===== config.mk =====
export PLATFORM = sky130hd
export DESIGN_NAME = dfd_cell
export DESIGN_NICKNAME = d
export VERILOG_FILES = /design/src/rtl/core/dfd_pkg.sv /design/src/rtl/core/dfd_cell.sv
export SDC_FILE = /design/constraint.sdc
export NUM_CORES = 1
export LEC_CHECK = 0
export BUFFER_PORTS_ARGS = -buffer_cell sky130_fd_sc_hd__buf_4
export CAP_MARGIN = 10
export CELL_PAD_IN_SITES_DETAIL_PLACEMENT = 0
export CELL_PAD_IN_SITES_GLOBAL_PLACEMENT = 1
export CORE_AREA = 2 2 278 280
export DETAILED_ROUTE_END_ITERATION = 12
export DIE_AREA = 0 0 280 282
export MAX_ROUTING_LAYER = met4
export PLACE_DENSITY = 0.64
export SLEW_MARGIN = 20
export SYNTH_ARGS = -nofsm -noshare
export SYNTH_HDL_FRONTEND = slang
export SYNTH_SLANG_ARGS = --single-unit

===== constraint.sdc =====
create_clock -name clk -period 9.53 [get_ports clk]
set_input_delay 0.4765 -clock clk [delete_from_list [all_inputs] [get_ports clk]]
set_output_delay 0.4765 -clock clk [all_outputs]
set_load 0.05 [all_outputs]

===== src/rtl/core/dfd_pkg.sv =====
// dfd_pkg: shared types, constants and helpers of the deauth flood detector
// depends on nothing; used by the interfaces, the table cell and the top level
package dfd_pkg;

  localparam int MacW     = 48;
  localparam int TimeW    = 32;
  localparam int CountW   = 16;
  localparam int FlagW    = 3;
  localparam int CfgW     = 32;
  localparam int CfgIdxW  = 2;
  localparam int OutcomeW = 2;

  // frame control byte decoding
  localparam logic [7:0] FC_TYPE_MASK     = 8'h0C;
  localparam logic [7:0] FC_SUBTYPE_MASK  = 8'hF0;
  localparam logic [7:0] SUBTYPE_DEAUTH   = 8'hC0;
  localparam logic [7:0] SUBTYPE_DISASSOC = 8'hA0;
  localparam logic [7:0] BYTE_ALL_ONES    = 8'hFF;

  localparam logic [CountW-1:0] COUNT_MAX = '1;

  // kind flag bit positions
  localparam int FLAG_DEAUTH   = 0;
  localparam int FLAG_DISASSOC = 1;
  localparam int FLAG_BCAST    = 2;

  // configuration register indexes
  localparam logic [CfgIdxW-1:0] REG_WINDOW_LENGTH   = 2'd0;
  localparam logic [CfgIdxW-1:0] REG_ALERT_THRESHOLD = 2'd1;
  localparam logic [CfgIdxW-1:0] REG_ALERT_HOLD      = 2'd2;

  localparam logic [TimeW-1:0]  WINDOW_RESET    = 32'd1000;
  localparam logic [CountW-1:0] THRESHOLD_RESET = 16'd10;
  localparam logic [TimeW-1:0]  HOLD_RESET      = 32'd5000;

  // result outcome codes
  localparam logic [OutcomeW-1:0] OUT_IGNORED = 2'd0;
  localparam logic [OutcomeW-1:0] OUT_COUNTED = 2'd1;
  localparam logic [OutcomeW-1:0] OUT_READ    = 2'd2;
  localparam logic [OutcomeW-1:0] OUT_EMPTY   = 2'd3;

  // one table entry
  typedef struct packed {
    logic [MacW-1:0]   bssid;
    logic [TimeW-1:0]  start;
    logic [CountW-1:0] total;
    logic [CountW-1:0] deauth;
    logic [CountW-1:0] disassoc;
    logic [CountW-1:0] bcast;
    logic [FlagW-1:0]  flags;
    logic              alert;
    logic [TimeW-1:0]  alert_time;
  } dfd_rec_t;

  // transaction data broadcast to every cell
  typedef struct packed {
    logic [MacW-1:0]   key;
    logic [TimeW-1:0]  now;
    logic [TimeW-1:0]  window;
    logic [TimeW-1:0]  hold;
    logic [CountW-1:0] threshold;
    logic              deauth_fr;
    logic              disassoc_fr;
    logic              is_bcast;
  } dfd_bus_t;

  // per-cell commands for the update cycle
  typedef struct packed {
    logic shift;
    logic load;
    logic count;
    logic rd;
  } dfd_ctl_t;

  function automatic logic [CountW-1:0] sat_inc(input logic [CountW-1:0] v);
    sat_inc = (v == COUNT_MAX) ? COUNT_MAX : v + 1'b1;
  endfunction

endpackage


===== src/rtl/core/dfd_cell.sv =====
// dfd_cell: one slot of the bssid table; matches, ages, counts and shifts
// depends on dfd_pkg (dfd_rec_t, dfd_bus_t, dfd_ctl_t, sat_inc)
module dfd_cell import dfd_pkg::*; (
  input  logic     clk,
  input  logic     probe,
  input  logic     in_use,
  input  dfd_bus_t bus,
  input  dfd_ctl_t ctl,
  input  dfd_rec_t nbr,
  output dfd_rec_t rec,
  output dfd_rec_t rec_next,
  output logic     hit
);

  logic win_exp;
  logic hold_exp;

  // compare and age checks are registered in the probe cycle, the cycle before the update
  always_ff @(posedge clk) begin
    if (probe) begin
      hit      <= in_use && (rec.bssid == bus.key);
      win_exp  <= (bus.now - rec.start) > bus.window;
      hold_exp <= rec.alert && ((bus.now - rec.alert_time) > bus.hold);
    end
    rec <= rec_next;
  end

  always_comb begin
    dfd_rec_t          base;
    dfd_rec_t          fresh;
    logic [CountW-1:0] total_n;
    fresh       = '0;
    fresh.bssid = bus.key;
    fresh.start = bus.now;
    base        = ctl.shift ? nbr : rec;
    if (ctl.load) begin
      base = fresh;
    end
    rec_next = base;
    total_n  = '0;
    if (ctl.count) begin
      // window restart, a fresh entry starts at zero anyway
      if (!ctl.load && win_exp) begin
        rec_next.total    = '0;
        rec_next.deauth   = '0;
        rec_next.disassoc = '0;
        rec_next.bcast    = '0;
        rec_next.flags    = '0;
        rec_next.start    = bus.now;
      end
      total_n        = sat_inc(rec_next.total);
      rec_next.total = total_n;
      if (bus.deauth_fr) begin
        rec_next.deauth             = sat_inc(rec_next.deauth);
        rec_next.flags[FLAG_DEAUTH] = 1'b1;
      end
      if (bus.disassoc_fr) begin
        rec_next.disassoc             = sat_inc(rec_next.disassoc);
        rec_next.flags[FLAG_DISASSOC] = 1'b1;
      end
      if (bus.is_bcast) begin
        rec_next.bcast             = sat_inc(rec_next.bcast);
        rec_next.flags[FLAG_BCAST] = 1'b1;
      end
      if (total_n >= bus.threshold) begin
        rec_next.alert      = 1'b1;
        rec_next.alert_time = bus.now;
      end
    end
    if (ctl.rd && hold_exp) begin
      rec_next.alert = 1'b0;
    end
  end

endmodule


==> results of run 1 <==
==> worst paths after layout <==
| kind | cells after the start | startpoint | slack (ns) | endpoint |
|---|---|---|---|---|
| worst max-delay path | 19 | win_exp | 2.39 | rec_next[32] |
| worst min-delay path | 1 | probe | 0.21 | win_exp |
| worst max register to register | 18 | win_exp | 3.45 | rec[6] |
| worst min register to register | 2 | rec[101] | 0.59 | rec[101] |
==> power breakdown <==
group	internal (W)	switching [W]
registers	0.000868	0.0000816
logic	0.000851	0.00167
clock network	0.000362	0.000444
==> worst max-delay path: cells and delay by family (launching register included) <==
| kind | cells | cell delay (ns) |
|---|---|---|
| fa+ha+maj | 2 | 0.37 |
| compound gates | 6 | 1.81 |
| buf+inv | 2 | 0.99 |
| flops | 1 | 0.40 |
| simple gates | 9 | 2.55 |
==> stage by stage <==
step	total power [W]	util [%]	hold slack (ns)
2_1_floorplan	0.00264	-	0.589
3_3_place_gp	0.00350	29.8	0.576
3_5_place_dp	0.00350	29.8	0.580
4_1_cts	0.00433	30.7	0.166
5_1_grt	0.00454	30.7	0.177
6_report	0.00427	30.7	0.208
==> cells by family after synthesis <==
logic type	after synthesis	share of synthesized area [%]
AND/OR/NAND/NOR	729	20.8
multiplexers	153	9.52
XOR/XNOR	115	6.17
adder cells (fa/ha/maj)	148	11.4
flip-flops	183	22.6
buffers and inverters	285	7.03
AO/OA/AOI/OAI	615	22.4
==> sequential cells by signal (all words and copies together), names as in the netlist <==
name	flops
rec	180
win_exp	1
hold_exp	1
hit	1
==> area by class of cell <==
cell class | count | share of cell area, %
inverters | 164 | 2.65
diodes | 2 | 0.0216
clock buffers | 17 | 1.83
multi-input cells | 1760 | 49.7
clock inverters | 15 | 0.884
well taps | 978 | 5.27
repair buffers | 734 | 23.8
flip-flops and latches | 183 | 15.9
==> synth_stat cells, types with 4 or more instances <==
cell type / instances / area [um2]
a22oi_1: 5 / 37.5
and2_1: 7 / 43.8
buf_6: 4 / 45.0
clkbuf_1: 82 / 308
inv_1: 163 / 612
mux2i_1: 135 / 1350
a41oi_1: 4 / 35.0
nand2_1: 215 / 807
nand3_1: 69 / 345
a221oi_1: 4 / 35.0
nor2b_1: 14 / 87.6
a21oi_1: 196 / 981
o21ai_0: 207 / 1040
a31o_2: 7 / 61.3
nand3b_1: 8 / 60.1
o21bai_1: 14 / 105
a31oi_1: 17 / 106
a21o_1: 68 / 510
ha_1: 146 / 1830
nor4_1: 24 / 150
or3_1: 5 / 31.3
o41ai_1: 5 / 43.8
a32o_1: 5 / 50.1
nor2_1: 232 / 871
nand2b_1: 18 / 113
buf_2: 19 / 95.1
nand4_1: 64 / 400
xor2_1: 70 / 613
dfxtp_1: 180 / 3600
a211oi_1: 9 / 67.6
o21a_1: 14 / 105
mux2_2: 18 / 203
o22ai_1: 9 / 56.3
and3_1: 17 / 106
o31ai_1: 13 / 97.6
a22o_1: 11 / 96.3
buf_1: 13 / 48.8
or2_2: 11 / 68.8
nor3_1: 26 / 130
xnor2_1: 45 / 394
==> metal layers <==
layer / vias up / track usage, % / wire (um)
met5: - / - / 0
met1: 8695 / 24.0 / 34700
met2: 631 / 37.6 / 43500
met3: 73 / 4.51 / 4750
met4: 0 / 4.69 / 1190
li1: 9155 / - / -
==> implementation parameters, run 1 <==
Parameter                              Value

Final layout
  Most used cells in the layout excluding fill and tap cells    buf_4, nor2_1, nand2_1, o21ai_0, a21oi_1
  Fillers    8368
  Layout-stage area growth over the synthesis result    42.2%
  Post-route cell area    23200 um2
  Commonest non-fill, non-tap cell in the layout    buf_4
  Area taken by multi-input logic gates    11500 um2
  Number of nets in the layout    3358
  Number of non-filler instances in the completed layout    3853
  Share of final-layout standard cells stronger than drive strength 1    28.5%
  FF/Latch Area    3690 um2

Placement
  Area of placed instances    22600 um2
  PortBufs    710
  Place WS    2.80 ns
  Routability congestion estimate    0.913
  Cell total after placement    3819
  Half-perimeter wire length after placement    67900 um

STA
  Final critical-path share of the clock period    74.9%
  Actual slew at the worst max-slew pin    1.16 ns
  Sum of negative setup slack    0 ns
  Count of final max-slew check failures    0
  Final period demand of the worst path    7.14 ns
  RSZ-0062 raised after global routing    no
  Final setup margin    2.39 ns
  FMAX    0.140 GHz
  Clk_skew    0.0293 ns
  Max_slew headroom    22.1%
  Number of hold-slack violations in the final timing report    0
  Number of endpoints failing setup at the final stage    0

Synth
  Number of nets in the synthesized netlist    2726
  Total standard cell area after synthesis    16300 um2
  Number of enable flip-flop cells after synthesis    3
  Mean instance size in the synthesized netlist    7.33 um2
  Number of distinct library cell variants in the gate-level netlist after synthesis    77
  Most used DFF post-synth    dfxtp_1
  Portion of the post-synthesis area used by sequential elements    22.6%
  Count of yosys warnings during synthesis    0
  Gate count of the mapped netlist    2228
  Synth async-reset ratio    0%
  Seq cells post-synth    183

Clocking
  Number of buffers added for setup after CTS    0
  Number of H-tree branching levels    4
  Clock tree from TritonCTS    built
  Clock buffer depth    2
  TritonCTS sink count    183
  Clock slew seen by the registers of the worst setup and hold paths    0.11 ns
  Latest clock arrival within the worst-skew pair    0.51 ns
  Cells resized by post-CTS repair    0
  Total CTS buffers    17
  Count of hold-fix buffers inserted at cts    0
  Clock tree root buffer cell    clkbuf_16

Detailed routing
  DRT Wirelength    84100 um
  Post-detailed-route wirelength per cell    21.8 um
  Routed via count divided by cell count    4.82
  Remaining DRCs    0
  DRT Pass-1 Iters    7
  Via count of the routed design    18.6k
  1st-iter DRT viols    1138
  Post-detailed-route count of antenna-violating nets    0

Critical path
  Worst Path Max Fanout    20
  Cell breakdown of the critical path    inv_1 -> nor2_1 -> nor2_1 -> ha_1 -> nor3b_1 -> nand4b_1 -> or4_1 -> nor4_4 -> nand2b_1 -> o21ai_0 -> a31o_2 -> ha_1 -> o21ai_0 -> nand2b_1 -> a31o_2 -> a21o_1 -> nand3_1 -> a32oi_1 -> buf_4
  Critical Path Start Type    flip-flop
  Category of the most critical setup path    reg -> out
  Sort of element at the end of the critical path    output port
  Crit path arrival time    6.66 ns
  CP required    9.05 ns
  Critical path's largest stage delay    0.69 ns
  Critical-path cell with the highest stage delay    inv_1

Pwr
  Cell area power density    184 nW/um2
  Leakage component of the power    11.5 nW
  Peak ir drop on the vdd network    0.120 mV

GRT
  Total GRT Usage    21.0%
  Remaining global-route overflow    0
  Number of global-route vias before repair    18.4k
  First-pass GRT wire length    120000 um
  Largest net degree at the start of global routing    103
  Antenna violations before repair    3

Floorplanning
  DIE AREA    79000 um2
  Core region area    75700 um2
  Number of placement rows    101
  Die outline height    282 um
  Ports placed on the boundary    711
  Horiz. Die Dim    280 um
  Starting utilization of the core area    21.6%

Run status
  Result of the run    finished clean

Hold path
  Hold Crit Class    in -> reg

Flow run
  Max-cap check violation count    0
No activity file was read; power rests on OpenSTA's default activity.
==> run 2, diff against run 1 <==
PLACE_DENSITY = 0.66   (was 0.64)
clock period = 6.4 ns   (was 9.53 ns; I/O delays follow)
==> run 2 against run 1 <==
  * First-iteration DRC count grew 5.6%
  * Global-route usage shrank 0.075 points
  * Count of clock-buffer cells in the layout grew 1
  * Utilization grew 0.16 points
  * Non-clock buffer count grew 9
  * Sequential power grew 49%
  * Cell area grew 0.53%
  * Register-to-register slack lost 2.2 ns
  * Die area is the same
  * Routed wire length shrank 0.23%
  * Critical endpoint unchanged
==> implementation parameters, run 2 (synthesis results as in run 1) <==
Parameter                              Value

Run status
  Result of the run    finished clean

Critical path
  Critical-path cell with the highest stage delay    or4_1
  Cell breakdown of the critical path    or2_2 -> nor2_1 -> ha_1 -> nor3b_1 -> nand4b_1 -> or4_1 -> nor4_4 -> and2b_1 -> nor3_1 -> ha_1 -> nand2b_1 -> a21o_1 -> a21oi_1 -> o21ai_0 -> a31o_2 -> a21o_1 -> buf_6 -> nand3_1 -> a32oi_1 -> buf_4
  Crit path arrival time    5.59 ns
  CP required    6.08 ns
  Number of buffer and inverter instances along the worst setup path    2
  Critical path's largest stage delay    0.67 ns
  Category of the most critical setup path    reg -> out
  Family with the most delay on the worst path    simple AND/OR/NAND/NOR gates
  Critical Path Start Type    flip-flop
  Sort of element at the end of the critical path    output port
  Worst Path Max Fanout    33

Final layout
  Layout-stage area growth over the synthesis result    42.9%
  Number of flip-flops under the largest register name    180
  Largest register by flop count    rec
  FF/Latch Area    3690 um2
  Number of non-filler instances in the completed layout    3865
  Commonest non-fill, non-tap cell in the layout    buf_4
  Share of final-layout standard cells stronger than drive strength 1    28.7%
  Number of nets in the layout    3367
  Fillers    8371
  Area taken by multi-input logic gates    11500 um2
  Most used cells in the layout excluding fill and tap cells    buf_4, nor2_1, nand2_1, o21ai_0, a21oi_1

Pwr
  Cell area power density    273 nW/um2
  Leakage component of the power    11.5 nW
  Peak ir drop on the vdd network    0.177 mV
  Net switching share of the total power    51.2%
  Combinational power share    59.1%
  Net switching power    0.00326 W
  Cell internal power dissipation    0.00311 W
  Sequential group share of total power    22.3%
  Portion of total power attributed to the clock network    18.6%

GRT
  Remaining global-route overflow    0
  Antenna violations before repair    6
  Number of global-route vias before repair    18.4k
  First-pass GRT wire length    120000 um
  Largest net degree at the start of global routing    105
  Total GRT Usage    21.0%

Floorplanning
  Ports placed on the boundary    711
  Starting utilization of the core area    21.6%
  Die outline height    282 um
  DIE AREA    79000 um2
  Core region area    75700 um2
  Number of placement rows    101
  Horiz. Die Dim    280 um

STA
  Number of hold-slack violations in the final timing report    0
  Count of final max-slew check failures    0
  Number of endpoints failing setup at the final stage    0
  Final setup margin    0.493 ns
  Actual slew at the worst max-slew pin    1.21 ns
  Max_slew headroom    19.2%
  Final period demand of the worst path    5.91 ns
  Clk_skew    0.0309 ns
  FMAX    0.169 GHz
  Final critical-path share of the clock period    92.3%

Placement
  Place WS    0.556 ns
  Half-perimeter wire length after placement    67700 um
  PortBufs    710
  Cell total after placement    3824
  Routability congestion estimate    0.951

Detailed routing
  DRT Wirelength    83900 um
  Post-detailed-route wirelength per cell    21.7 um
  1st-iter DRT viols    1202
  Post-detailed-route count of antenna-violating nets    0
  DRT Pass-1 Iters    6
  Remaining DRCs    0
  Via count of the routed design    18.5k
  Routed via count divided by cell count    4.79

Flow run
  Max-cap check violation count    0

Clocking
  Clock slew seen by the registers of the worst setup and hold paths    0.11 ns
  Clock tree root buffer cell    clkbuf_16
  Total CTS buffers    17
  Clock tree from TritonCTS    built
  Latest clock arrival within the worst-skew pair    0.53 ns
  TritonCTS sink count    183
  Number of H-tree branching levels    4
  Clock buffer depth    2

Hold path
  Hold Crit Class    in -> reg
## run 2: stage by stage
stage | instance area [um2] | total power (W) | TNS (ns) | hold slack [ns] | utilization, %
2_1_floorplan | 16300 | 0.00393 | 0 | 0.432 | -
3_3_place_gp | 22700 | 0.00522 | 0 | 0.520 | 30.0
3_5_place_dp | 22700 | 0.00522 | 0 | 0.538 | 30.0
4_1_cts | 23300 | 0.00643 | 0 | 0.0192 | 30.8
5_1_grt | 23300 | 0.00676 | -0.000301 | 0.0381 | 30.8
6_report | 23300 | 0.00637 | 0 | 0.0569 | 30.8
## run 2: metal layers
metal,vias up,share of wire [%],track usage [%]
li1,9175,-,-
met1,8662,40,23.4
met2,622,52,37.6
met3,69,6.6,5.19
met4,0,1.4,4.55
met5,-,0,-
## run 2: power groups by stage
stage | registers (W) | clock network, W | logic [W]
2_1_floorplan | 0.00191 | 0 | 0.00202
3_3_place_gp | 0.00145 | 0 | 0.00378
3_5_place_dp | 0.00145 | 0 | 0.00377
4_1_cts | 0.00142 | 0.00122 | 0.00379
6_report | 0.00142 | 0.00118 | 0.00376
5_1_grt | 0.00144 | 0.00125 | 0.00407
## run 2: repair_timing
action,CTS,global route
hold buffers,1,0
buffers inserted,0,3
pin swaps,0,2
setup endpoints to repair,28,33
gates resized for setup,2,1
endpoints found under the hold margin,1,0
## run 2: path summary, 6_finish.rpt
kind / start / end / slack (ns) / cells past startpoint
hold / removal: bus[136] / rec[153] / 0.06 / 3
hold reg to reg: hold_exp / rec[32] / 0.54 / 1
setup reg to reg: rec[102] / win_exp / 1.21 / 15
setup / recovery: win_exp / rec_next[32] / 0.49 / 20
## run 2: final cells by class
cell class                 count  share of cell area [%]
sequential                   183                    15.8
multi-input combinational   1760                    49.4
inverter                     164                    2.64
timing repair buffer         743                    24.2
clock inverter                14                   0.761
tap                          978                    5.24
clock buffer                  18                    1.84
antenna                        5                  0.0536
## run 2: worst min-delay path, stage by stage
cell     delay, ns
buf_4         0.09
nand2_1       0.04
o21ai_0       0.09
